[config.mk]
export PLATFORM = sky130hd
export DESIGN_NAME = bounded_sorted_insert_stack_top
export DESIGN_NICKNAME = d
export VERILOG_FILES = /design/src/hdl/bsis_pkg.sv /design/src/hdl/bsis_ctrl.sv /design/src/hdl/bsis_dpath.sv /design/src/hdl/bounded_sorted_insert_stack_top.sv
export SDC_FILE = /design/constraint.sdc
export NUM_CORES = 2
export LEC_CHECK = 0
export BUFFER_PORTS_ARGS = -buffer_cell sky130_fd_sc_hd__buf_2
export CAP_MARGIN = 20
export CORE_MARGIN = 2
export CORE_UTILIZATION = 30
export DETAILED_ROUTE_END_ITERATION = 8
export SLEW_MARGIN = 10
export SYNTH_ARGS = -nofsm -noshare
export SYNTH_HDL_FRONTEND = slang
export SYNTH_SLANG_ARGS = --single-unit
export TNS_END_PERCENT = 30
[constraint.sdc]
create_clock -name clk_i -period 4.75 [get_ports clk_i]
set_clock_uncertainty 0.15 [all_clocks]
set_input_delay 0 -clock clk_i [delete_from_list [all_inputs] [get_ports clk_i]]
set_output_delay 0 -clock clk_i [all_outputs]
set_load 0.02 [all_outputs]
[src/hdl/bsis_pkg.sv]
// Package: sizes, codes and control structs of the sorted insert stack.
`timescale 1ns / 1ps
package bsis_pkg;

  localparam int DEPTH      = 16;
  localparam int DATA_WIDTH = 32;
  localparam int IDX_W      = (DEPTH > 1) ? $clog2(DEPTH) : 1;
  localparam int CNT_W      = $clog2(DEPTH + 1);

  typedef enum logic [1:0] {
    CMD_INSERT = 2'd0,
    CMD_PEEK   = 2'd1,
    CMD_DUMP   = 2'd2
  } cmd_e;

  typedef enum logic [1:0] {
    STAT_OK    = 2'd0,
    STAT_EMPTY = 2'd1,
    STAT_FULL  = 2'd2
  } status_e;

  typedef enum logic {
    ST_IDLE = 1'b0,
    ST_DUMP = 1'b1
  } state_e;

  // Controller to datapath.
  typedef struct packed {
    logic insert;      // compare-and-shift all cells with the input value
    logic emit_empty;  // report an empty store
    logic emit_read;   // report the entry at the read address
    logic read_last;   // mark the reported entry as the final beat
    logic use_idx;     // read address from the dump index, else the top
    logic load_idx;    // dump index <= entry below the top
    logic dec_idx;     // dump index steps down
  } bsis_cmd_t;

  // Datapath to controller.
  typedef struct packed {
    logic empty;
    logic single;
    logic idx_zero;
  } bsis_stat_t;

endpackage

[src/hdl/bsis_ctrl.sv]
// Controller: command decode and dump sequencing for the sorted insert stack.
`timescale 1ns / 1ps
module bsis_ctrl import bsis_pkg::*; (
  input  logic                 clk_i,
  input  logic                 rst_ni,
  input  logic                 start_i,
  input  logic [1:0]           command_i,
  input  bsis_stat_t           stat_i,
  output bsis_cmd_t            cmd_o,
  output logic                 busy_o
);

  state_e state_q, state_d;

  always_ff @(posedge clk_i or negedge rst_ni) begin
    if (!rst_ni) begin
      state_q <= ST_IDLE;
    end else begin
      state_q <= state_d;
    end
  end

  always_comb begin
    state_d = state_q;
    cmd_o   = '0;
    busy_o  = 1'b0;
    unique case (state_q)
      ST_IDLE: begin
        if (start_i) begin
          unique case (command_i)
            CMD_INSERT: begin
              cmd_o.insert = 1'b1;
            end
            CMD_PEEK: begin
              if (stat_i.empty) begin
                cmd_o.emit_empty = 1'b1;
              end else begin
                cmd_o.emit_read = 1'b1;
                cmd_o.read_last = 1'b1;
              end
            end
            CMD_DUMP: begin
              if (stat_i.empty) begin
                cmd_o.emit_empty = 1'b1;
              end else begin
                cmd_o.emit_read = 1'b1;
                cmd_o.read_last = stat_i.single;
                if (!stat_i.single) begin
                  cmd_o.load_idx = 1'b1;
                  state_d        = ST_DUMP;
                end
              end
            end
            default: begin
              // unused code: drop the item
            end
          endcase
        end
      end
      ST_DUMP: begin
        busy_o          = 1'b1;
        cmd_o.emit_read = 1'b1;
        cmd_o.use_idx   = 1'b1;
        cmd_o.read_last = stat_i.idx_zero;
        if (stat_i.idx_zero) begin
          state_d = ST_IDLE;
        end else begin
          cmd_o.dec_idx = 1'b1;
        end
      end
      default: begin
        state_d = ST_IDLE;
      end
    endcase
  end

endmodule

[src/hdl/bsis_dpath.sv]
// Datapath: row of compare-and-shift cells, entry count, dump index, result register.
`timescale 1ns / 1ps
module bsis_dpath import bsis_pkg::*; (
  input  logic                         clk_i,
  input  logic                         rst_ni,
  input  bsis_cmd_t                    cmd_i,
  input  logic signed [DATA_WIDTH-1:0] value_i,
  output bsis_stat_t                   stat_o,
  output logic                         result_strobe_o,
  output logic signed [DATA_WIDTH-1:0] result_value_o,
  output logic [1:0]                   status_o,
  output logic                         last_o
);

  logic signed [DATA_WIDTH-1:0] store_q [DEPTH];
  logic signed [DATA_WIDTH-1:0] new_val [DEPTH];
  logic [DEPTH-1:0]             ge;
  logic [CNT_W-1:0]             count_q, count_d;
  logic [CNT_W-1:0]             cnt_m1, cnt_m2;
  logic [IDX_W-1:0]             idx_q, idx_d;
  logic [IDX_W-1:0]             rd_addr;
  logic signed [DATA_WIDTH-1:0] rd_data;
  logic                         full;
  logic signed [DATA_WIDTH-1:0] discard;

  logic                         strobe_q, strobe_d;
  logic signed [DATA_WIDTH-1:0] value_q, value_d;
  status_e                      status_q, status_d;
  logic                         last_q, last_d;

  assign full   = (count_q == CNT_W'(DEPTH));
  assign cnt_m1 = count_q - CNT_W'(1);
  assign cnt_m2 = count_q - CNT_W'(2);

  // Each cell: free slot or holds a larger value means it moves up.
  always_comb begin
    for (int i = 0; i < DEPTH; i++) begin
      ge[i] = (CNT_W'(i) >= count_q) || (store_q[i] > value_i);
    end
    new_val[0] = ge[0] ? value_i : store_q[0];
    for (int i = 1; i < DEPTH; i++) begin
      new_val[i] = ge[i] ? (ge[i-1] ? store_q[i-1] : value_i) : store_q[i];
    end
  end

  // Full store: drop the old top if it is larger, else the new value.
  assign discard = ge[DEPTH-1] ? store_q[DEPTH-1] : value_i;

  always_ff @(posedge clk_i) begin
    for (int i = 0; i < DEPTH; i++) begin
      if (cmd_i.insert && (CNT_W'(i) <= count_q)) begin
        store_q[i] <= new_val[i];
      end
    end
  end

  assign rd_addr = cmd_i.use_idx ? idx_q : cnt_m1[IDX_W-1:0];
  assign rd_data = store_q[rd_addr];

  always_comb begin
    count_d = count_q;
    if (cmd_i.insert && !full) begin
      count_d = count_q + CNT_W'(1);
    end
    idx_d = idx_q;
    if (cmd_i.load_idx) begin
      idx_d = cnt_m2[IDX_W-1:0];
    end else if (cmd_i.dec_idx) begin
      idx_d = idx_q - IDX_W'(1);
    end
  end

  always_ff @(posedge clk_i or negedge rst_ni) begin
    if (!rst_ni) begin
      count_q <= '0;
      idx_q   <= '0;
    end else begin
      count_q <= count_d;
      idx_q   <= idx_d;
    end
  end

  always_comb begin
    strobe_d = cmd_i.insert | cmd_i.emit_empty | cmd_i.emit_read;
    value_d  = '0;
    status_d = STAT_OK;
    last_d   = 1'b1;
    if (cmd_i.insert) begin
      if (full) begin
        value_d  = discard;
        status_d = STAT_FULL;
      end
    end else if (cmd_i.emit_empty) begin
      status_d = STAT_EMPTY;
    end else if (cmd_i.emit_read) begin
      value_d = rd_data;
      last_d  = cmd_i.read_last;
    end
  end

  always_ff @(posedge clk_i or negedge rst_ni) begin
    if (!rst_ni) begin
      strobe_q <= 1'b0;
    end else begin
      strobe_q <= strobe_d;
    end
  end

  always_ff @(posedge clk_i) begin
    if (strobe_d) begin
      value_q  <= value_d;
      status_q <= status_d;
      last_q   <= last_d;
    end
  end

  assign stat_o.empty    = (count_q == '0);
  assign stat_o.single   = (count_q == CNT_W'(1));
  assign stat_o.idx_zero = (idx_q == '0);

  assign result_strobe_o = strobe_q;
  assign result_value_o  = value_q;
  assign status_o        = status_q;
  assign last_o          = last_q;

endmodule

[src/hdl/bounded_sorted_insert_stack_top.sv]
// Top level of the bounded sorted insert stack.
`timescale 1ns / 1ps
// Sorted stack of up to 16 signed 32-bit values, largest on top. Insert,
// peek and dump are taken when start_i is high and busy_o is low; every
// result beat appears on the result ports for one cycle with
// result_strobe_o high, starting the cycle after the item is taken, and
// the receiver cannot stall them. Insert, peek and empty reports keep
// busy_o low, so a new item may follow every cycle: the insert is done
// by a row of compare-and-shift cells, one comparator per entry. A dump
// of n entries gives one beat per cycle, busy_o high on every beat but
// the last, paced by the single read port over the cell row; the next
// item can be taken in the cycle the bottom entry is on the ports, and
// last_o marks that entry. A full insert keeps the 16 smallest values and
// reports the one it drops with status full. Command code 3 is accepted
// and dropped without a result.
module bounded_sorted_insert_stack_top import bsis_pkg::*; (
  input  logic                         clk_i,
  input  logic                         rst_ni,
  input  logic                         start_i,
  output logic                         busy_o,
  input  logic [1:0]                   command_i,
  input  logic signed [DATA_WIDTH-1:0] value_i,
  output logic                         result_strobe_o,
  output logic signed [DATA_WIDTH-1:0] result_value_o,
  output logic [1:0]                   status_o,
  output logic                         last_o
);

  bsis_cmd_t  cmd;
  bsis_stat_t stat;

  // Decode items and step the dump sequence.
  bsis_ctrl u_ctrl (
    .clk_i     (clk_i),
    .rst_ni    (rst_ni),
    .start_i   (start_i),
    .command_i (command_i),
    .stat_i    (stat),
    .cmd_o     (cmd),
    .busy_o    (busy_o)
  );

  // Hold the sorted cells and drive the result beat.
  bsis_dpath u_dpath (
    .clk_i           (clk_i),
    .rst_ni          (rst_ni),
    .cmd_i           (cmd),
    .value_i         (value_i),
    .stat_o          (stat),
    .result_strobe_o (result_strobe_o),
    .result_value_o  (result_value_o),
    .status_o        (status_o),
    .last_o          (last_o)
  );

endmodule

Word-level counts from Yosys, hierarchy flattened
Memories as Yosys holds them, arrays and structs flattened.
Cells that the tools add are included.
Word-level totals
  register bits after elaboration: 46
  RAM bits: 512
  input port bits: 37
  output and inout bits: 37
  logic and storage cells: 198
  memories kept: 1
Operators by class
  $add $sub $neg: 4
  $lt $le $gt $ge: 48
  equality and inequality tests: 4
  mux-type cells: 91
  bitwise logic cells: 4
  reduce and logical (&&, ||, !) cells: 39
Memories
  u_dpath.store_q: depth 16, bits a word 32, rd ports 17, clocked after memory_dff 0, write ports 16, line bsis_dpath.sv:15  | logic signed [DATA_WIDTH-1:0] store_q [DEPTH];
Operator list (count)
  $mux 32: 36
  $gt 32x32->1: 16
  $mux 1: 43
  $ge 4x5->1 const A: 8
  $le 4x5->1 const A: 8
  $ge 3x5->1 const A: 4
  $le 3x5->1 const A: 4
  $logic_and 1x1->1: 17
  $logic_or 1x1->1: 16
  $mux 4: 4
  $ge 1x5->1 const A: 2
  $ge 2x5->1 const A: 2
  $le 1x5->1 const A: 2
  $le 2x5->1 const A: 2
  $mux 2: 5
  $sub 4x1->4 const B: 2
  $pmux 3 s2: 1
  $add 5x1->5 const B: 1
  $eq 5x1->1 const B: 1
  $eq 5x5->1 const B: 1
  $logic_not 5->1: 1
  $logic_not 4->1: 1
  $pmux 2 s2: 1
  $sub 4x2->4 const B: 1
  9 further kinds: 11

Logic depth before layout (Yosys ltp)
  depth in word-level cells: 8
  mapped depth: 13
  depth with buffers taken out: 10

Hierarchy
A second synthesis with hierarchy kept.
Unflattened totals
  cell total of the unflattened synthesis: 3040
  area total of the unflattened synthesis: 39796.9 um^2
Modules (own cells, without submodules)
  bsis_dpath: instances 1, cells an instance 3021, area each 39628.0 um^2, sequential area each 16676.0 um^2
  bsis_ctrl: instances 1, cells an instance 19, area each 168.9 um^2, sequential area each 25.0 um^2

Least setup slack after synthesis
Ideal clock, no wire load.
  path kind: input -> register
  start point: input port value_i[31]
  end point: memory u_dpath.store_q[10][0] (enable)
  setup time: 0.450 ns
  arrival time: 4.477 ns
  required time: 4.150 ns
  path slack: -0.328 ns
  cell stages on the path: 12
  path buffers: 3
  cell sequence: clkbuf_1 inv_1 ha_1 nand3_1 or3_1 or3_1 a21oi_1 nor2_1 o221a_1 buf_2 buf_6 a2111oi_2
RTL lines
  start, declared: line bounded_sorted_insert_stack_top.sv:22  | input logic signed [DATA_WIDTH-1:0] value_i,
  end, declared: line bsis_dpath.sv:15

==> results.md <==
* Worst Hold End: u_dpath.store_q[0][3]$_DFFE_PP_
* Flop2flop setup slack at 0.48 ns
* CTS buffer count at 68
* Overall routed net length at 152000 um
* Worst vdd ir at 0.799 mV
* Sw power at 10.7 mW
* Synth warn at 0
* Internal power at 13.3 mW
* Total gr overflow at 0
* Max-slew violations at 0
* Die W at 370 um
* CTS Buffer Depth at 3
* CP Max Fanout at 18
* Final setup fails at 0
* Count of different cell masters after synthesis at 76
* Status: completed
* Worst Path Required at 4.91 ns
* H-tree depth at 3
* Hold Crit Class: in2reg
* Synthesized area per cell at 10.8 um2
* Final period util at 93.9%
* Placer Congestion at 0.975
* Clock network power share at 21.1%
* CTS tree: yes
* Ports at 74
* CTS clk-pin slew, worst paths at 0.06 ns
* Cell taking the most area after synthesis: edfxtp_1
* Die height at 370 um
* Post-DP HPWL at 111000 um
* Clock Sinks at 558
* Min Tclk post-route at 4.46 ns
* Hold Vio Cnt, Final at 0
* Wire per inst at 26.7 um
* Setup CP Type: in2reg
* Synth Instances at 3715
* Worst skew pair latency at 0.65 ns
* Seq cells post-synth at 558
* Leak Pwr at 18.1 nW
* Final ANT Viol Nets at 0
* Synthesized cell area at 40100 um2
* Reg-to-Reg Start: u_dpath.store_q[15][9]$_DFFE_PP_
* Share of cells above drive strength 1 at 18.8%
* Via density at 5.73
* Commonest non-fill, non-tap cell in the layout: nand2_1
* Max-slew headroom at 25.9%
* PnR Total Power at 24.0 mW
* Reg-to-Reg End: u_dpath.result_value_o[24]$_DFFE_PP_
* Comb pwr share at 51.8%
* Net count, final at 4444
* Post-synth EDFFs at 547
* Hold Slack at 0.203 ns
* Peak Freq at 0.224 GHz
* Antenna violations before repair at 9
* Drt pass-1 iters at 6
* Maxcap violations at 0
* PortBufs at 73
* Post-CTS Setup Bufs at 0
* Vias at 32.7k
* Rows at 134
* Sw Share at 44.8%
* Root Driver: clkbuf_16
* FFs w/ async S/R, synth at 1.97%
* Part of the power in registers at 27.1%
* DRC violations left at 0
* Number of global-route vias before repair at 31.4k
* Hold Path Cell Cnt at 2
* First-pass GRT wire length at 219000 um
* Most frequent cells in the layout: nand2_1, edfxtp_1, ha_1
* Finished Core Util at 35.0%
* Pin count of the biggest net entering global routing at 93
* Sequential share of the synthesized area at 41.6%
* Starting Density at 30.1%
* Top FF cell, synth: edfxtp_1
* Pwr dens at 516 nW/um2
* Synthesis-to-finish area growth at 16.0%
* Syn_nets at 4278
* GRT Resource Usage Total at 21.7%
* Worst-Margin Slew at 1.10 ns
* CP Launch Type: input port
* Arrival @ worst endpoint at 4.63 ns
* Nature of the critical path endpoint: flop
* Hold path startpoint: value_i[3]
* RSZ-0062 raised after global routing: no
* Synth top area cells: edfxtp_1, ha_1, mux2_2, nand2_1, mux2_1
* Post-synth top area share at 40.9%
* Die outline area at 137000 um2
* Iter 0 DRT Violations at 3639
* Core footprint at 133000 um2
* Worst-case reg-to-reg path depth at 12
## cells by family after synthesis
kind of cell	Yosys count	synth area share, %
AOI/OAI and AO/OA	667	11.1
xor gates and xnor gates	12	0.262
adders and majority gates	526	16.4
buffers and inverters	280	2.92
DFF	558	41.6
muxes	518	14.4
and+or+nand+nor	1154	13.2
## power groups by stage
stage / combinational [mW] / sequential [mW] / clock [mW]
after global routing: 13.2 / 6.54 / 5.30
after detailed placement: 12.1 / 6.60 / 0
after global placement: 12.0 / 6.60 / 0
final: 12.4 / 6.50 / 5.06
after floorplan: 7.21 / 6.65 / 0
after CTS: 12.2 / 6.50 / 5.13
## layer usage
metal | track usage, % | wire length (um) | vias up | part of all wire, %
met5 | 0 | 25 | - | 0.016
met4 | 7.83 | 5340 | 4 | 3.5
met3 | 5.03 | 15000 | 254 | 9.9
met2 | 33.7 | 67600 | 1559 | 44
met1 | 29.5 | 64100 | 16200 | 42
li1 | - | - | 14600 | -
## synth_stat cells, drive strengths merged, types with 20 or more instances
library cell	n
a211o	34
a211oi	20
a21o	58
a21oi	205
a311oi	98
a31oi	39
and3	70
buf	72
clkbuf	131
edfxtp	547
ha	526
inv	75
mux2	483
mux2i	35
nand2	619
nand3	174
nand4	103
nor2	74
nor2b	31
nor3	25
o211ai	27
o21ai	97
## worst max path at each step
| stage | from | end | slack (ns) | depth (start not counted) |
|---|---|---|---|---|
| 2_1_floorplan | value_i[15] | u_dpath.store_q[11][0]$_DFFE_PP_ | -0.22 | 10 |
| 3_3_place_gp | value_i[6] | u_dpath.store_q[4][6]$_DFFE_PP_ | 0.29 | 12 |
| 3_5_place_dp | value_i[6] | u_dpath.store_q[4][5]$_DFFE_PP_ | 0.31 | 12 |
| 4_1_cts | value_i[6] | u_dpath.store_q[4][6]$_DFFE_PP_ | 0.42 | 13 |
| 5_1_grt | value_i[23] | u_dpath.store_q[4][6]$_DFFE_PP_ | 0.23 | 15 |
| 6_report | value_i[23] | u_dpath.store_q[4][6]$_DFFE_PP_ | 0.29 | 15 |
## registers in the layout, indices dropped and copies added (netlist names)
signal,flops
u_ctrl.state_q,1
u_dpath.idx_q,4
u_dpath.result_value_o,32
u_dpath.count_q,5
u_dpath.status_o,2
u_dpath.result_strobe_o,1
u_dpath.last_o,1
u_dpath.store_q,512
## worst max-delay path, cell delays in order
cell and delay (ns):
dlygate4sd3_1 0.53, buf_2 0.34, inv_1 0.36, buf_4 0.29, ha_1 0.32, nand4_1 0.26
nor4_1 0.25, buf_4 0.18, nor2_1 0.04, a41oi_1 0.43, a2111oi_0 0.18, a211oi_1 0.76
nand2_1 0.22, o31ai_4 0.18, buf_12 0.24
## final cells by class
class / count / area [um2]
clock buffers: 82 / 1780
flip-flops and latches: 558 / 16700
multi-input cells: 2877 / 22600
clock inverters: 33 / 267
repair buffers: 299 / 2670
diodes: 3 / 7.51
fillers: 13300 / 86600
inverters: 77 / 289
well taps: 1768 / 2210
## per-stage QoR
step	TNS, ns	std cells	setup slack [ns]	instance area [um2]
3_3_place_gp	0	5540	0.293	44100
2_1_floorplan	-7.18	3715	-0.224	40100
6_report	0	5697	0.288	46500
3_5_place_dp	0	5540	0.314	44100
4_1_cts	0	5693	0.418	46500
5_1_grt	0	5697	0.233	46500
## what timing repair did
item | in CTS | in global routing
resized for setup | 0 | 0
endpoints found under the hold margin | 552 | 0
hold buffers | 38 | 0
Note: power is estimated with default switching activity, not from simulation.
